===== src/pgv_pkg.sv =====
// ----------------------------------------------------------------------------
// pgv_pkg: shared types and constants
// Beat structures, classified job record, status and register codes for the
// pairwise gravity velocity update block.
// ----------------------------------------------------------------------------
package pgv_pkg;

    // Pair status codes
    localparam logic [2:0] ST_OK    = 3'd0;
    localparam logic [2:0] ST_SAME  = 3'd1;
    localparam logic [2:0] ST_ZMASS = 3'd2;
    localparam logic [2:0] ST_COINC = 3'd3;
    localparam logic [2:0] ST_SAT   = 3'd4;

    // Configuration register indexes
    localparam logic [1:0] REG_GRAV = 2'd0;
    localparam logic [1:0] REG_STEP = 2'd1;

    localparam logic [31:0] GRAV_RESET = 32'h0100_0000;
    localparam logic [31:0] STEP_RESET = 32'h0001_0000;

    typedef struct packed {
        logic signed [31:0] pos_a_x;
        logic signed [31:0] pos_a_y;
        logic signed [31:0] pos_a_z;
        logic signed [31:0] pos_b_x;
        logic signed [31:0] pos_b_y;
        logic signed [31:0] pos_b_z;
        logic [31:0]        mass_a;
        logic [31:0]        mass_b;
        logic               same_body;
    } pgv_in_t;

    typedef struct packed {
        logic signed [31:0] dv_a_x;
        logic signed [31:0] dv_a_y;
        logic signed [31:0] dv_a_z;
        logic signed [31:0] dv_b_x;
        logic signed [31:0] dv_b_y;
        logic signed [31:0] dv_b_z;
        logic [2:0]         pair_status;
    } pgv_out_t;

    // Classified pair handed from the front to the back
    typedef struct packed {
        logic [2:0]        status;
        logic [2:0]        neg;
        logic [2:0][32:0]  mag;
        logic [31:0]       mass_a;
        logic [31:0]       mass_b;
    } pgv_job_t;

endpackage


===== src/pgv_front.sv =====
// ----------------------------------------------------------------------------
// pgv_front: input stage
// Accepts one pair per cycle while full is low, forms the separation vector and
// classifies the pair (same body, zero mass, coincident) into a job record.
// ----------------------------------------------------------------------------
module pgv_front
    import pgv_pkg::*;
(
    input  logic     clk,
    input  logic     rst_n,
    input  logic     push,
    output logic     full,
    input  pgv_in_t  in_data,
    output pgv_job_t job,
    output logic     job_valid,
    input  logic     job_ready
);

    logic         valid_reg;
    pgv_job_t     job_reg;
    pgv_job_t     job_next;
    logic         accept;
    logic [2:0][32:0] diff;
    logic [2:0][31:0] pa;
    logic [2:0][31:0] pb;

    assign full   = valid_reg && !job_ready;
    assign accept = push && !full;

    assign pa[0] = in_data.pos_a_x;
    assign pa[1] = in_data.pos_a_y;
    assign pa[2] = in_data.pos_a_z;
    assign pb[0] = in_data.pos_b_x;
    assign pb[1] = in_data.pos_b_y;
    assign pb[2] = in_data.pos_b_z;

    // Separation, sign and magnitude per axis, and the pair classification
    always_comb
    begin
        job_next        = '0;
        job_next.mass_a = in_data.mass_a;
        job_next.mass_b = in_data.mass_b;
        for (int i = 0; i < 3; i++)
        begin
            diff[i] = {pa[i][31], pa[i]} - {pb[i][31], pb[i]};
            job_next.neg[i] = diff[i][32];
            job_next.mag[i] = diff[i][32] ? (33'd0 - diff[i]) : diff[i];
        end
        if (in_data.same_body)
            job_next.status = ST_SAME;
        else if (in_data.mass_a == 32'd0 || in_data.mass_b == 32'd0)
            job_next.status = ST_ZMASS;
        else if (diff[0] == 33'd0 && diff[1] == 33'd0 && diff[2] == 33'd0)
            job_next.status = ST_COINC;
        else
            job_next.status = ST_OK;
    end

    // Hold the classified beat until the queue takes it
    always_ff @(posedge clk or negedge rst_n)
    begin
        if (!rst_n)
        begin
            valid_reg <= 1'b0;
        end
        else if (accept)
        begin
            valid_reg <= 1'b1;
        end
        else if (job_ready)
        begin
            valid_reg <= 1'b0;
        end
    end

    always_ff @(posedge clk)
    begin
        if (accept)
        begin
            job_reg <= job_next;
        end
    end

    assign job       = job_reg;
    assign job_valid = valid_reg;

endmodule


===== src/pgv_fifo.sv =====
// ----------------------------------------------------------------------------
// pgv_fifo: two-entry job queue
// Decouples the classifying front from the arithmetic back.
// ----------------------------------------------------------------------------
module pgv_fifo
    import pgv_pkg::*;
(
    input  logic     clk,
    input  logic     rst_n,
    input  logic     wr_valid,
    output logic     wr_ready,
    input  pgv_job_t wr_data,
    output logic     rd_valid,
    input  logic     rd_pop,
    output pgv_job_t rd_data
);

    pgv_job_t   slot_reg [2];
    logic       wr_ptr_reg;
    logic       rd_ptr_reg;
    logic [1:0] count_reg;
    logic       do_wr;
    logic       do_rd;

    assign wr_ready = count_reg != 2'd2;
    assign rd_valid = count_reg != 2'd0;
    assign do_wr    = wr_valid && wr_ready;
    assign do_rd    = rd_pop && rd_valid;
    assign rd_data  = slot_reg[rd_ptr_reg];

    // Advance pointers and occupancy
    always_ff @(posedge clk or negedge rst_n)
    begin
        if (!rst_n)
        begin
            wr_ptr_reg <= 1'b0;
            rd_ptr_reg <= 1'b0;
            count_reg  <= 2'd0;
        end
        else
        begin
            if (do_wr)
                wr_ptr_reg <= !wr_ptr_reg;
            if (do_rd)
                rd_ptr_reg <= !rd_ptr_reg;
            if (do_wr && !do_rd)
                count_reg <= count_reg + 2'd1;
            else if (do_rd && !do_wr)
                count_reg <= count_reg - 2'd1;
        end
    end

    always_ff @(posedge clk)
    begin
        if (do_wr)
            slot_reg[wr_ptr_reg] <= wr_data;
    end

endmodule


===== src/pgv_core.sv =====
// ----------------------------------------------------------------------------
// pgv_core: arithmetic back end
// Sequencer around one shift-add multiplier, a digit-by-digit square root
// and a restoring divider; writes one result beat per job.
// ----------------------------------------------------------------------------
module pgv_core
    import pgv_pkg::*;
(
    input  logic        clk,
    input  logic        rst_n,
    input  pgv_job_t    job,
    input  logic        job_valid,
    output logic        job_pop,
    input  logic [31:0] grav_const,
    input  logic [31:0] time_step,
    output pgv_out_t    out_data,
    output logic        empty,
    input  logic        pop
);

    typedef enum logic [3:0] {
        S_IDLE, S_SQ, S_SQRT, S_DEN, S_GDT, S_KA, S_KB, S_NUM, S_DIV, S_FIN
    } state_t;

    state_t           state_reg;
    pgv_job_t         job_reg;
    logic [129:0]     acc_reg;
    logic [129:0]     mcand_reg;
    logic [33:0]      mplier_reg;
    logic [5:0]       cnt_reg;
    logic [1:0]       idx_reg;
    logic [65:0]      s_reg;
    logic [67:0]      sq_src_reg;
    logic [35:0]      rem_reg;
    logic [33:0]      root_reg;
    logic [106:0]     den_reg;
    logic [63:0]      gdt_reg;
    logic [95:0]      ka_reg;
    logic [95:0]      kb_reg;
    logic [2:0]       comp_reg;
    logic [128:0]     drem_reg;
    logic [138:0]     dsh_reg;
    logic [31:0]      q_reg;
    logic             ovr_reg;
    logic             sat_reg;
    logic [5:0][31:0] dv_reg;
    pgv_out_t         out_reg;
    logic             out_valid_reg;

    logic [129:0] acc_sum;
    logic         last;
    logic [35:0]  rem_t;
    logic [35:0]  trial;
    logic         take_r;
    logic [33:0]  root_step;
    logic [35:0]  rem_step;
    logic [138:0] drem_ext;
    logic         take_d;
    logic [138:0] drem_sub;
    logic [31:0]  q_step;
    logic         num_over;
    logic [1:0]   cidx;
    logic         neg_c;
    logic [31:0]  limit;
    logic         big;
    logic [31:0]  mag_c;
    logic [2:0]   comp_inc;
    logic [1:0]   nidx;
    logic [95:0]  k_n;
    logic         out_free;

    // Multiplier step: add the shifted multiplicand under the low multiplier bit
    assign acc_sum = acc_reg + (mplier_reg[0] ? mcand_reg : 130'd0);
    assign last    = cnt_reg == 6'd1;

    // Square root step: two radicand bits per cycle
    assign rem_t     = {rem_reg[33:0], sq_src_reg[67:66]};
    assign trial     = {root_reg, 2'b01};
    assign take_r    = rem_t >= trial;
    assign root_step = {root_reg[32:0], take_r};
    assign rem_step  = take_r ? (rem_t - trial) : rem_t;

    // Divider step: one quotient bit per cycle
    assign drem_ext = {10'd0, drem_reg};
    assign take_d   = drem_ext >= dsh_reg;
    assign drem_sub = take_d ? (drem_ext - dsh_reg) : drem_ext;
    assign q_step   = {q_reg[30:0], take_d};
    assign num_over = {10'd0, acc_sum[128:0]} >= {den_reg, 32'd0};

    // Component finish: sign, clamp
    assign cidx  = (comp_reg < 3'd3) ? comp_reg[1:0] : 2'(comp_reg - 3'd3);
    assign neg_c = (comp_reg < 3'd3) ?
                   (!job_reg.neg[cidx] && job_reg.mag[cidx] != 33'd0) : job_reg.neg[cidx];
    assign limit = neg_c ? 32'h8000_0000 : 32'h7FFF_FFFF;
    assign big   = ovr_reg || q_step > limit;
    assign mag_c = big ? limit : q_step;

    // Next component operands
    assign comp_inc = comp_reg + 3'd1;
    assign nidx     = (comp_inc < 3'd3) ? comp_inc[1:0] : 2'(comp_inc - 3'd3);
    assign k_n      = (comp_inc < 3'd3) ? ka_reg : kb_reg;

    assign out_free = !out_valid_reg || pop;
    assign job_pop  = (state_reg == S_IDLE) && job_valid;
    assign out_data = out_reg;
    assign empty    = !out_valid_reg;

    always_ff @(posedge clk or negedge rst_n)
    begin
        if (!rst_n)
        begin
            state_reg     <= S_IDLE;
            out_valid_reg <= 1'b0;
        end
        else
        begin
            // Raise the result beat when finished, drop it once taken
            if (state_reg == S_FIN && out_free)
                out_valid_reg <= 1'b1;
            else if (pop)
                out_valid_reg <= 1'b0;

            case (state_reg)
                S_IDLE:
                begin
                    if (job_valid)
                    begin
                        job_reg    <= job;
                        sat_reg    <= 1'b0;
                        dv_reg     <= '0;
                        acc_reg    <= '0;
                        mcand_reg  <= {97'd0, job.mag[0]};
                        mplier_reg <= {1'b0, job.mag[0]};
                        cnt_reg    <= 6'd34;
                        idx_reg    <= 2'd0;
                        state_reg  <= (job.status != ST_OK) ? S_FIN : S_SQ;
                    end
                end
                S_SQ:
                begin
                    acc_reg <= acc_sum;
                    if (last)
                    begin
                        if (idx_reg == 2'd2)
                        begin
                            s_reg      <= acc_sum[65:0];
                            sq_src_reg <= {2'b00, acc_sum[65:0]};
                            rem_reg    <= '0;
                            root_reg   <= '0;
                            cnt_reg    <= 6'd34;
                            state_reg  <= S_SQRT;
                        end
                        else
                        begin
                            idx_reg    <= idx_reg + 2'd1;
                            mcand_reg  <= {97'd0, job_reg.mag[idx_reg + 2'd1]};
                            mplier_reg <= {1'b0, job_reg.mag[idx_reg + 2'd1]};
                            cnt_reg    <= 6'd34;
                        end
                    end
                    else
                    begin
                        mcand_reg  <= {mcand_reg[128:0], 1'b0};
                        mplier_reg <= {1'b0, mplier_reg[33:1]};
                        cnt_reg    <= cnt_reg - 6'd1;
                    end
                end
                S_SQRT:
                begin
                    rem_reg    <= rem_step;
                    root_reg   <= root_step;
                    sq_src_reg <= {sq_src_reg[65:0], 2'b00};
                    if (last)
                    begin
                        acc_reg    <= '0;
                        mcand_reg  <= {64'd0, s_reg};
                        mplier_reg <= root_step;
                        cnt_reg    <= 6'd34;
                        state_reg  <= S_DEN;
                    end
                    else
                    begin
                        cnt_reg <= cnt_reg - 6'd1;
                    end
                end
                S_DEN, S_GDT, S_KA, S_KB, S_NUM:
                begin
                    if (last)
                    begin
                        acc_reg <= '0;
                        case (state_reg)
                            S_DEN:
                            begin
                                den_reg    <= {acc_sum[98:0], 8'd0};
                                mcand_reg  <= {98'd0, grav_const};
                                mplier_reg <= {2'b00, time_step};
                                cnt_reg    <= 6'd34;
                                state_reg  <= S_GDT;
                            end
                            S_GDT:
                            begin
                                gdt_reg    <= acc_sum[63:0];
                                mcand_reg  <= {66'd0, acc_sum[63:0]};
                                mplier_reg <= {2'b00, job_reg.mass_b};
                                cnt_reg    <= 6'd34;
                                state_reg  <= S_KA;
                            end
                            S_KA:
                            begin
                                ka_reg     <= acc_sum[95:0];
                                mcand_reg  <= {66'd0, gdt_reg};
                                mplier_reg <= {2'b00, job_reg.mass_a};
                                cnt_reg    <= 6'd34;
                                state_reg  <= S_KB;
                            end
                            S_KB:
                            begin
                                kb_reg     <= acc_sum[95:0];
                                comp_reg   <= 3'd0;
                                mcand_reg  <= {34'd0, ka_reg};
                                mplier_reg <= {1'b0, job_reg.mag[0]};
                                cnt_reg    <= 6'd34;
                                state_reg  <= S_NUM;
                            end
                            default:
                            begin
                                drem_reg  <= acc_sum[128:0];
                                dsh_reg   <= {1'b0, den_reg, 31'd0};
                                ovr_reg   <= num_over;
                                q_reg     <= '0;
                                cnt_reg   <= 6'd32;
                                state_reg <= S_DIV;
                            end
                        endcase
                    end
                    else
                    begin
                        acc_reg    <= acc_sum;
                        mcand_reg  <= {mcand_reg[128:0], 1'b0};
                        mplier_reg <= {1'b0, mplier_reg[33:1]};
                        cnt_reg    <= cnt_reg - 6'd1;
                    end
                end
                S_DIV:
                begin
                    drem_reg <= drem_sub[128:0];
                    dsh_reg  <= {1'b0, dsh_reg[138:1]};
                    q_reg    <= q_step;
                    if (last)
                    begin
                        dv_reg[comp_reg] <= neg_c ? (32'd0 - mag_c) : mag_c;
                        if (big)
                            sat_reg <= 1'b1;
                        if (comp_reg == 3'd5)
                        begin
                            state_reg <= S_FIN;
                        end
                        else
                        begin
                            comp_reg   <= comp_inc;
                            acc_reg    <= '0;
                            mcand_reg  <= {34'd0, k_n};
                            mplier_reg <= {1'b0, job_reg.mag[nidx]};
                            cnt_reg    <= 6'd34;
                            state_reg  <= S_NUM;
                        end
                    end
                    else
                    begin
                        cnt_reg <= cnt_reg - 6'd1;
                    end
                end
                S_FIN:
                begin
                    if (out_free)
                    begin
                        out_reg.dv_a_x <= dv_reg[0];
                        out_reg.dv_a_y <= dv_reg[1];
                        out_reg.dv_a_z <= dv_reg[2];
                        out_reg.dv_b_x <= dv_reg[3];
                        out_reg.dv_b_y <= dv_reg[4];
                        out_reg.dv_b_z <= dv_reg[5];
                        out_reg.pair_status <= (job_reg.status != ST_OK) ? job_reg.status :
                                               (sat_reg ? ST_SAT : ST_OK);
                        state_reg     <= S_IDLE;
                    end
                end
                default:
                begin
                    state_reg <= S_IDLE;
                end
            endcase
        end
    end

endmodule


===== src/pairwise_gravity_velocity_update.sv =====
// ----------------------------------------------------------------------------
// pairwise_gravity_velocity_update: Newtonian pair velocity update
// Usage:
//   Push one body pair on in_data when full is low; the pair is taken at the
//   clock edge where push is high and full is low. Results come out in order
//   as a queue: while empty is low, out_data holds the oldest result and pop
//   takes it. Config writes (cfg_index 0 = grav_const, 1 = time_step) are
//   taken on cfg_valid, cfg_ready is always high; write only while idle.
// Timing:
//   The front classifies a pair into a register and parks it in a 2-entry queue.
//   The back end works an applied pair through its one shared shift-add
//   multiplier (13 products), the 34-step square root and six 32-step
//   divisions; a rejected pair (same body, zero mass, coincident) goes
//   straight to the result. The back end takes a new pair only once it is
//   idle again, so it works on one pair at a time.
//   The front keeps taking pairs while a result waits to be popped, until the
//   queue fills; a stalled receiver then raises full.
// Reset:
//   rst_n clears all queues and restores grav_const = 1.0 and time_step = 1.0.
// ----------------------------------------------------------------------------
module pairwise_gravity_velocity_update
    import pgv_pkg::*;
(
    input  logic        clk,
    input  logic        rst_n,
    input  logic        push,
    output logic        full,
    input  pgv_in_t     in_data,
    output logic        empty,
    input  logic        pop,
    output pgv_out_t    out_data,
    input  logic        cfg_valid,
    output logic        cfg_ready,
    input  logic [1:0]  cfg_index,
    input  logic [31:0] cfg_data
);

    logic [31:0] grav_reg;
    logic [31:0] step_reg;
    pgv_job_t    front_job;
    logic        front_valid;
    logic        q_ready;
    pgv_job_t    q_job;
    logic        q_valid;
    logic        q_pop;

    assign cfg_ready = 1'b1;

    // Hold configuration registers; ignore unknown indexes
    always_ff @(posedge clk or negedge rst_n)
    begin
        if (!rst_n)
        begin
            grav_reg <= GRAV_RESET;
            step_reg <= STEP_RESET;
        end
        else if (cfg_valid)
        begin
            case (cfg_index)
                REG_GRAV: grav_reg <= cfg_data;
                REG_STEP: step_reg <= cfg_data;
                default:  ;
            endcase
        end
    end

    pgv_front u_front (
        .clk       (clk),
        .rst_n     (rst_n),
        .push      (push),
        .full      (full),
        .in_data   (in_data),
        .job       (front_job),
        .job_valid (front_valid),
        .job_ready (q_ready)
    );

    pgv_fifo u_fifo (
        .clk      (clk),
        .rst_n    (rst_n),
        .wr_valid (front_valid),
        .wr_ready (q_ready),
        .wr_data  (front_job),
        .rd_valid (q_valid),
        .rd_pop   (q_pop),
        .rd_data  (q_job)
    );

    pgv_core u_core (
        .clk        (clk),
        .rst_n      (rst_n),
        .job        (q_job),
        .job_valid  (q_valid),
        .job_pop    (q_pop),
        .grav_const (grav_reg),
        .time_step  (step_reg),
        .out_data   (out_data),
        .empty      (empty),
        .pop        (pop)
    );

`ifndef SYNTH
    // Rejected pairs carry no velocity change on the x and z axes
    a_reject_zero: assert property (@(posedge clk) disable iff (!rst_n)
        (!empty && (out_data.pair_status == ST_SAME || out_data.pair_status == ST_ZMASS ||
                    out_data.pair_status == ST_COINC)) |->
        (out_data.dv_a_x == 32'd0 && out_data.dv_b_x == 32'd0 &&
         out_data.dv_a_z == 32'd0 && out_data.dv_b_z == 32'd0))
        else $error("rejected pair with nonzero change");

    // The two bodies are never both pushed in the negative direction along x or y
    a_opposite: assert property (@(posedge clk) disable iff (!rst_n)
        !empty |-> !(out_data.dv_a_x[31] && out_data.dv_b_x[31]) &&
                   !(out_data.dv_a_y[31] && out_data.dv_b_y[31]))
        else $error("both bodies accelerate the same way");

    // Status stays within its defined codes
    a_status: assert property (@(posedge clk) disable iff (!rst_n)
        !empty |-> out_data.pair_status <= ST_SAT)
        else $error("undefined pair status");
`endif

endmodule

===== config.mk =====
export PLATFORM = sky130hd
export DESIGN_NAME = pairwise_gravity_velocity_update
export DESIGN_NICKNAME = d
export VERILOG_FILES = /design/src/pgv_pkg.sv /design/src/pgv_front.sv /design/src/pgv_fifo.sv /design/src/pgv_core.sv /design/src/pairwise_gravity_velocity_update.sv
export SDC_FILE = /design/constraint.sdc
export NUM_CORES = 2
export LEC_CHECK = 0
export BUFFER_PORTS_ARGS = -buffer_cell sky130_fd_sc_hd__buf_2
export CORE_MARGIN = 5
export CORE_UTILIZATION = 50
export CTS_BUF_LIST = sky130_fd_sc_hd__clkbuf_4
export CTS_CLUSTER_DIAMETER = 30
export DETAILED_ROUTE_END_ITERATION = 10
export PLACE_DENSITY = 0.69
export SYNTH_ARGS = -nofsm -noshare
export SYNTH_HDL_FRONTEND = slang
export SYNTH_SLANG_ARGS = --single-unit

===== constraint.sdc =====
create_clock -name clk -period 18.4 [get_ports clk]
set_clock_uncertainty 0.2 [all_clocks]
set_input_delay 0.92 -clock clk [delete_from_list [all_inputs] [get_ports clk]]
set_output_delay 0.92 -clock clk [all_outputs]
set_load 0.05 [all_outputs]

==> Word level (Yosys, flattened, before mapping) <==
Memories as Yosys holds them, arrays and structs flattened.
Index checks and enable logic that the tools add are counted.
{ "word_totals": {"register_bits": 1962, "ramBits": 338, "elab_cells": 298, "memories": 1} }
{ "memory_table": {"columns": ["memory", "words", "width", "rd", "rd_clocked_by_memory_dff", "write_ports", "line", "source"], "rows": [
  ["u_fifo.slot_reg", 2, 169, 1, 0, 1, "pgv_fifo.sv:18", "pgv_job_t slot_reg [2];"]
]} }
{ "op_classes": {"addsub": 17, "order_cmp": 11, "eq_ne": 30, "n_mux": 112, "n_bitwise": 1, "n_reduce_logical": 68} }
{ "ops": {"columns": ["op", "count"], "rows": [
  ["130-bit 2-to-1 mux", 13],
  ["130-bit one-hot mux with 5 select lines", 2],
  ["130-bit one-hot mux with 4 select lines", 1],
  ["34-bit 2-to-1 mux", 12],
  ["129-bit 2-to-1 mux", 3],
  ["192-bit 2-to-1 mux", 2],
  ["192-bit one-hot mux with 2 select lines", 1],
  ["129-bit by 139-bit greater-or-equal comparator with 1-bit output", 2],
  ["139-bit 2-to-1 mux", 2],
  ["139-bit one-hot mux with 2 select lines", 1],
  ["129-bit one-hot mux with 2 select lines", 1],
  ["32-bit 2-to-1 mux", 7],
  ["33-bit binary-select mux with 2-bit select", 3],
  ["192-bit bitwise mux", 1],
  ["34-bit one-hot mux with 5 select lines", 1],
  ["68-bit 2-to-1 mux", 2],
  ["34-bit one-hot mux with 2 select lines", 2],
  ["34-bit one-hot mux with 4 select lines", 1],
  ["68-bit one-hot mux with 2 select lines", 1],
  ["130-bit adder", 1],
  ["129-bit subtractor", 1],
  ["33-bit logical NOT", 3],
  ["33-bit 2-to-1 mux", 3],
  ["1-bit by 33-bit subtractor with 33-bit output (first input constant)", 3],
  ["64 further kinds", 170]
]} }

==> Depth between registers and ports, before layout <==
{ "logic_depth": {"word_depth": 16, "depth_mapped": 35, "depth_no_buf": 30} }

==> Cells and area by module <==
Synthesis repeated with hierarchy kept, for this count alone.
{ "hier_totals": {"hier_cells": 10607, "hier_area_um2": 119542.2} }
{ "by_module_without_submodules": {"columns": ["mod", "instances", "cells_per_inst", "area_per_inst_um2", "seq_area_each_um2"], "rows": [
  ["pgv_core", 1, 8525, 91146.2, 51654.5],
  ["pgv_front", 1, 1400, 13173.9, 5069.9],
  ["pgv_fifo", 1, 544, 12792.3, 10249.8],
  ["pairwise_gravity_velocity_update", 1, 138, 2429.8, 1604.0]
]} }

==> Worst setup path after synthesis <==
Ideal clock, no wire load.
{ "synth_path": {"kind": "reg2reg", "from": "register u_core.state_reg[0]", "to": "register u_core.drem_reg[0] (enable)", "setup_ps": 815, "t_arrival_ps": 19268, "required_time_ps": 17385, "setup_slack_ps": -1883, "path_stages_with_launch": 7, "n_path_buf": 2, "path_cell_list": "dfrtp_1 -> clkbuf_1 -> clkbuf_1 -> nand2_1 -> or3_1 -> a21oi_1 -> a21boi_0"} }
{ "synth_between": {"elab_chain_len": 4, "elab_cells_between_ends": 13} }
{ "synth_rtl": {"columns": ["element", "line", "source"], "rows": [
  ["from (decl)", "pgv_core.sv:25", "state_t state_reg;"],
  ["from (signal assigned)", "pgv_core.sv:136", "state_reg <= (job.status != ST_OK) ? S_FIN : S_SQ;"],
  ["4-bit by 2-bit equality test with 1-bit output, or another cell as far along", "pgv_core.sv:123, pgv_core.sv:191", null],
  ["5-bit OR reduction / 4-bit OR reduction (equally long branches)", null, null],
  ["2-bit != test (no source line), or another cell as far along", null, null],
  ["5-bit AND reduction (no source line) (*)", null, null],
  ["to (signal assigned)", "pgv_core.sv:227", "drem_reg <= acc_sum[128:0];"],
  ["to (signal assigned)", "pgv_core.sv:246", "drem_reg <= drem_sub[128:0];"],
  ["to (decl)", "pgv_core.sv:41", "logic [128:0] drem_reg;"]
]} }
Mark *: on every way between the ends. The rest lies on a longest branch, timed or not.
A chain may end at the register's enable or synchronous reset.

==> Worst setup path in the final report <==
{ "layout_path": {"from": "register u_core.mplier_reg[0]", "to": "register u_core.ovr_reg, data pin"} }
{ "layout_between": {"elab_chain_len": 3} }
{ "layout_rtl": {"columns": ["element", "line", "source"], "rows": [
  ["from (decl)", "pgv_core.sv:29", "logic [33:0] mplier_reg;"],
  ["from (signal assigned)", "pgv_core.sv:133", "mplier_reg <= {1'b0, job.mag[0]};"],
  ["from (signal assigned)", "pgv_core.sv:157", "mplier_reg <= {1'b0, job_reg.mag[idx_reg + 2'd1]};"],
  ["from (signal assigned)", "pgv_core.sv:164", "mplier_reg <= {1'b0, mplier_reg[33:1]};"],
  ["130-bit 2-to-1 mux", "pgv_core.sv:73", "assign acc_sum = acc_reg + (mplier_reg[0] ? mcand_reg : 130'd0);"],
  ["130-bit adder", "pgv_core.sv:73", null],
  ["129-bit by 139-bit greater-or-equal comparator with 1-bit output", "pgv_core.sv:88", "assign num_over = {10'd0, acc_sum[128:0]} >= {den_reg, 32'd0};"],
  ["net u_core.num_over", "pgv_core.sv:61", "logic num_over;"],
  ["to (signal assigned)", "pgv_core.sv:229", "ovr_reg <= num_over;"],
  ["to (decl)", "pgv_core.sv:44", "logic ovr_reg;"]
]} }
The timed path passes the listed nets, and every way through them passes these cells.

==> summary.md <==
| Metric | Value |
|---|---|
| Status | complete, no violations |
| Final wirelength | 386.8 mm |
| Post-route DRC | 0 |
| Vias in the first global route | 90.45k |
| Required time of the worst setup path | 19450 ps |
| Post-synthesis cell count | 10.49k |
| CP peak stage delay | 760 ps |
| Largest area contributor in the netlist | edfxtp_1 |
| Syn Std Cell Area | 118200 um^2 |
| Cell internal pwr | 12.32 mW |
| Seq/Total Area, Yosys | 0.5796 |
| Die width | 496.1 um |
| # fillers | approximately 20k |
| Worst Path Max Fanout | 115 |
| Clock power frac | 0.226 |
| Reg-to-reg endpoint | u_core.ovr_reg$_DFFE_PP_ |
| Max-slew violations | 0 |
| Synth unique cells | 103 |
| CTS H-tree depth | 6 |
| Worst-Skew Late Latency | 1460 ps |
| Detail Placement HPWL | 273.0 mm |
| CTS root buf | clkbuf_4 |
| # placed instances | about 14k |
| Gate power share | 0.397 |
| Reg2reg setup slack | between 8000 and 9000 ps |
| Setup TNS | 0 ps |
| Post-synth EDFFs | 2219 |
| # setup viols final | 0 |
| Ports | 494 |
| Core area | 235200 um^2 |
| Critical path's most frequent cell | nor4_1 |
| Top FF cell, synth | edfxtp_1 |
| Worst Max-Slew Pin Slew | 1337 ps |
| Post-DP Area | 124400 um^2 |
| Min Tclk post-route | roughly 10000 ps |
| GP Congestion | 1.008 |
| Worst Setup Start Kind | register |
| Clock Pin Slew Worst Setup and Hold Paths | 70 ps |
| Setup Crit Path Kind | reg -> reg |
| Total grt overflow | 0 |
| Final core utilization | 0.5815 |
| Final period utilization | 0.5430 |
| Hold Crit Class | in -> reg |
| Most area-consuming cells after synthesis | edfxtp_1 (56%), ha_1 (5.5%), a21oi_1 (4.1%) |
| Max reg flops | 336 |
| Hold Vio Cnt, Final | 0 |
| Design Area, Final | 136800 um^2 |
| Wire length per cell | 25.22 um |
| Total CTS buffers | 622 |
| Vias | 92.38k |
| Largest net degree at the start of global routing | around 230 |
| Nets | around 13k |
| CTS tree | done |
| Initial antenna violation count | 35 |
| Reg2reg start | u_core.mplier_reg[0]$_DFFE_PP_ |
| Max Clk Rate | 100.1 MHz |
| Arr. time, crit path | approximately 11000 ps |
| Total power | slightly above 20 mW |
| PortBufs | about 490 |
| Area Growth Syn to Fin | 15.74% |
| Most instantiated library cell after synthesis | edfxtp_1 |
| DRT iter0 DRCs | 10.47k |
| Slowest CP cell | buf_4 |
| Synth Area per Inst | 11.27 um^2 |
| Share of cells above drive strength 1 | 0.1683 |
| Rows | 178 |
| First-pass GRT wire length | 568.6 mm |
| Fraction of registers with async set/reset | 0.03227 |
| TritonCTS Sinks | 2293 |
| Yosys warning total | 0 |
| Clock Path Buffers | 4 |
| Reg2reg path depth | 29 |
| Setup crit end kind | register |
| Yosys reg bits | 2293 |
| Leak | between 50 and 60 nW |
| Max-cap violations | 0 |
| Non-filler cells, final | 15.33k |
| Max-slew headroom | 0.1033 |
| Starting Density | 0.5024 |
| Share of the synthesized area in the top cell type | 0.5639 |
| Die area | 246100 um^2 |
| Drt pass-1 iters | 7 |
| Pwr/cell area | between 100 and 150 nW/um^2 |
| Maximum vdd drop | 104.5 uV |
| Post-Syn Nets | around 11k |
| Total track usage | 0.3057 |
| Net Sw Frac | 0.3961 |
| P_sw | 8.079 mW |
| Crit path capture | u_core.ovr_reg$_DFFE_PP_ |
| DRT antenna net count | 0 |
| Chip height | 496.1 um |
| Synth top cells by count | edfxtp_1 (2219), nand2_1 (1121), a21oi_1 (960) |
| RSZ-0062 raised after global routing | no |
| Crit. Startpoint | u_core.mplier_reg[0]$_DFFE_PP_ |
| Flop pwr share | 0.377 |
| Vias/cell | 6.025 |
## routing by layer
| layer | share of wire | up-vias | track usage |
|---|---|---|---|
| met4 | 0.051 | 12 | 0.1451 |
| met1 | 0.40 | 44857 | 0.4064 |
| met2 | 0.45 | 5022 | 0.4804 |
| met3 | 0.098 | 835 | 0.06656 |
| met5 | 0.00020 | - | 0 |
| li1 | - | 41655 | - |
## repair_timing
action,4_1_cts,5_1_grt
hold buffers,432,0
hold endpoints to repair,336,0
gates resized for setup,0,0
setup buffers,0,0
## worst min-delay path by stage
stage,depth (start not counted),startpoint,slack (ps),to
6_report,4,cfg_valid,150,grav_reg[23]$_DFFE_PN0P_
5_1_grt,2,in_data[32],80,u_front.job[31]$_DFFE_PP_
4_1_cts,6,in_data[107],1,u_front.job[107]$_DFFE_PP_
3_5_place_dp,0,u_core.dv_reg[9]$_SDFFCE_PN0P_,230,u_core.out_data[172]$_DFFE_PP_
3_3_place_gp,0,u_front.job[30]$_DFFE_PP_,220,u_fifo.slot_reg[1][30]$_DFFE_PP_
2_1_floorplan,0,u_core.dv_reg[69]$_SDFFCE_PN0P_,220,u_core.out_data[104]$_DFFE_PP_
## power groups by stage
stage          clock network (mW)  logic [mW]  registers (mW)
2_1_floorplan                   0        4.30            7.66
3_3_place_gp                    0        7.60            7.75
3_5_place_dp                    0        7.74            7.77
4_1_cts                      4.70        7.90            7.67
5_1_grt                      5.00        8.53            7.72
6_report                     4.62        8.10            7.68
## critical path: cells and delay by family (launching register included)
kind / cells / cell delay, ps
adder cells (fa/ha/maj): 2 / 620
AND/OR/NAND/NOR: 18 / 5380
buffers and inverters: 2 / 1030
AO/OA/AOI/OAI: 6 / 1850
flip-flops: 1 / 530
XOR/XNOR: 1 / 130
## cells in the final DEF, fill, tap and decap left out, types with 177 or more instances in the layout
cell type,instances
edfxtp_1,2219
nand2_1,1118
a21oi_1,955
clkbuf_4,894
nor2_1,710
o21ai_0,686
inv_1,609
ha_1,522
buf_2,492
dlygate4sd3_1,431
and2_1,277
xnor2_1,273
mux2_2,242
a21o_1,240
buf_4,184
xor2_1,177
## cell families (layout without fill, tap and decap cells)
logic type                 Yosys count  in the layout  synth area share
and+or+nand+nor                   2917           2917            0.1145
AOI/OAI and AO/OA                 2813           2813            0.1478
DFF                               2293           2293            0.5796
buffers and inverters             1134           2809           0.03618
adders and majority gates          528            528           0.05623
xor gates and xnor gates           459            459           0.03402
muxes                              344            344           0.03170
other                                1             21        0.00003174
## through the flow
step	hold slack [ps]	setup WS, ps
floorplan	220.8	1646
global placement	221.7	8103
detailed placement	228.1	7992
CTS	1.073	7874
global route	82.80	7913
finish	145.5	8410
## layout make-up
class                           instances  area [um^2]  area share
Timing Repair Buffer                 1111         8238     0.06024
Tap cell                             3150         3941     0.02882
Inverter                              616         2320     0.01696
Sequential cell                      2293        68500      0.5009
Clock inverter                        188         1226    0.008966
Clock buffer                          894         6711     0.04908
Multi-Input combinational cell       7062        45770      0.3347
Antenna cell                           20        50.05   0.0003660
No activity file was read; power rests on OpenSTA's default activity.
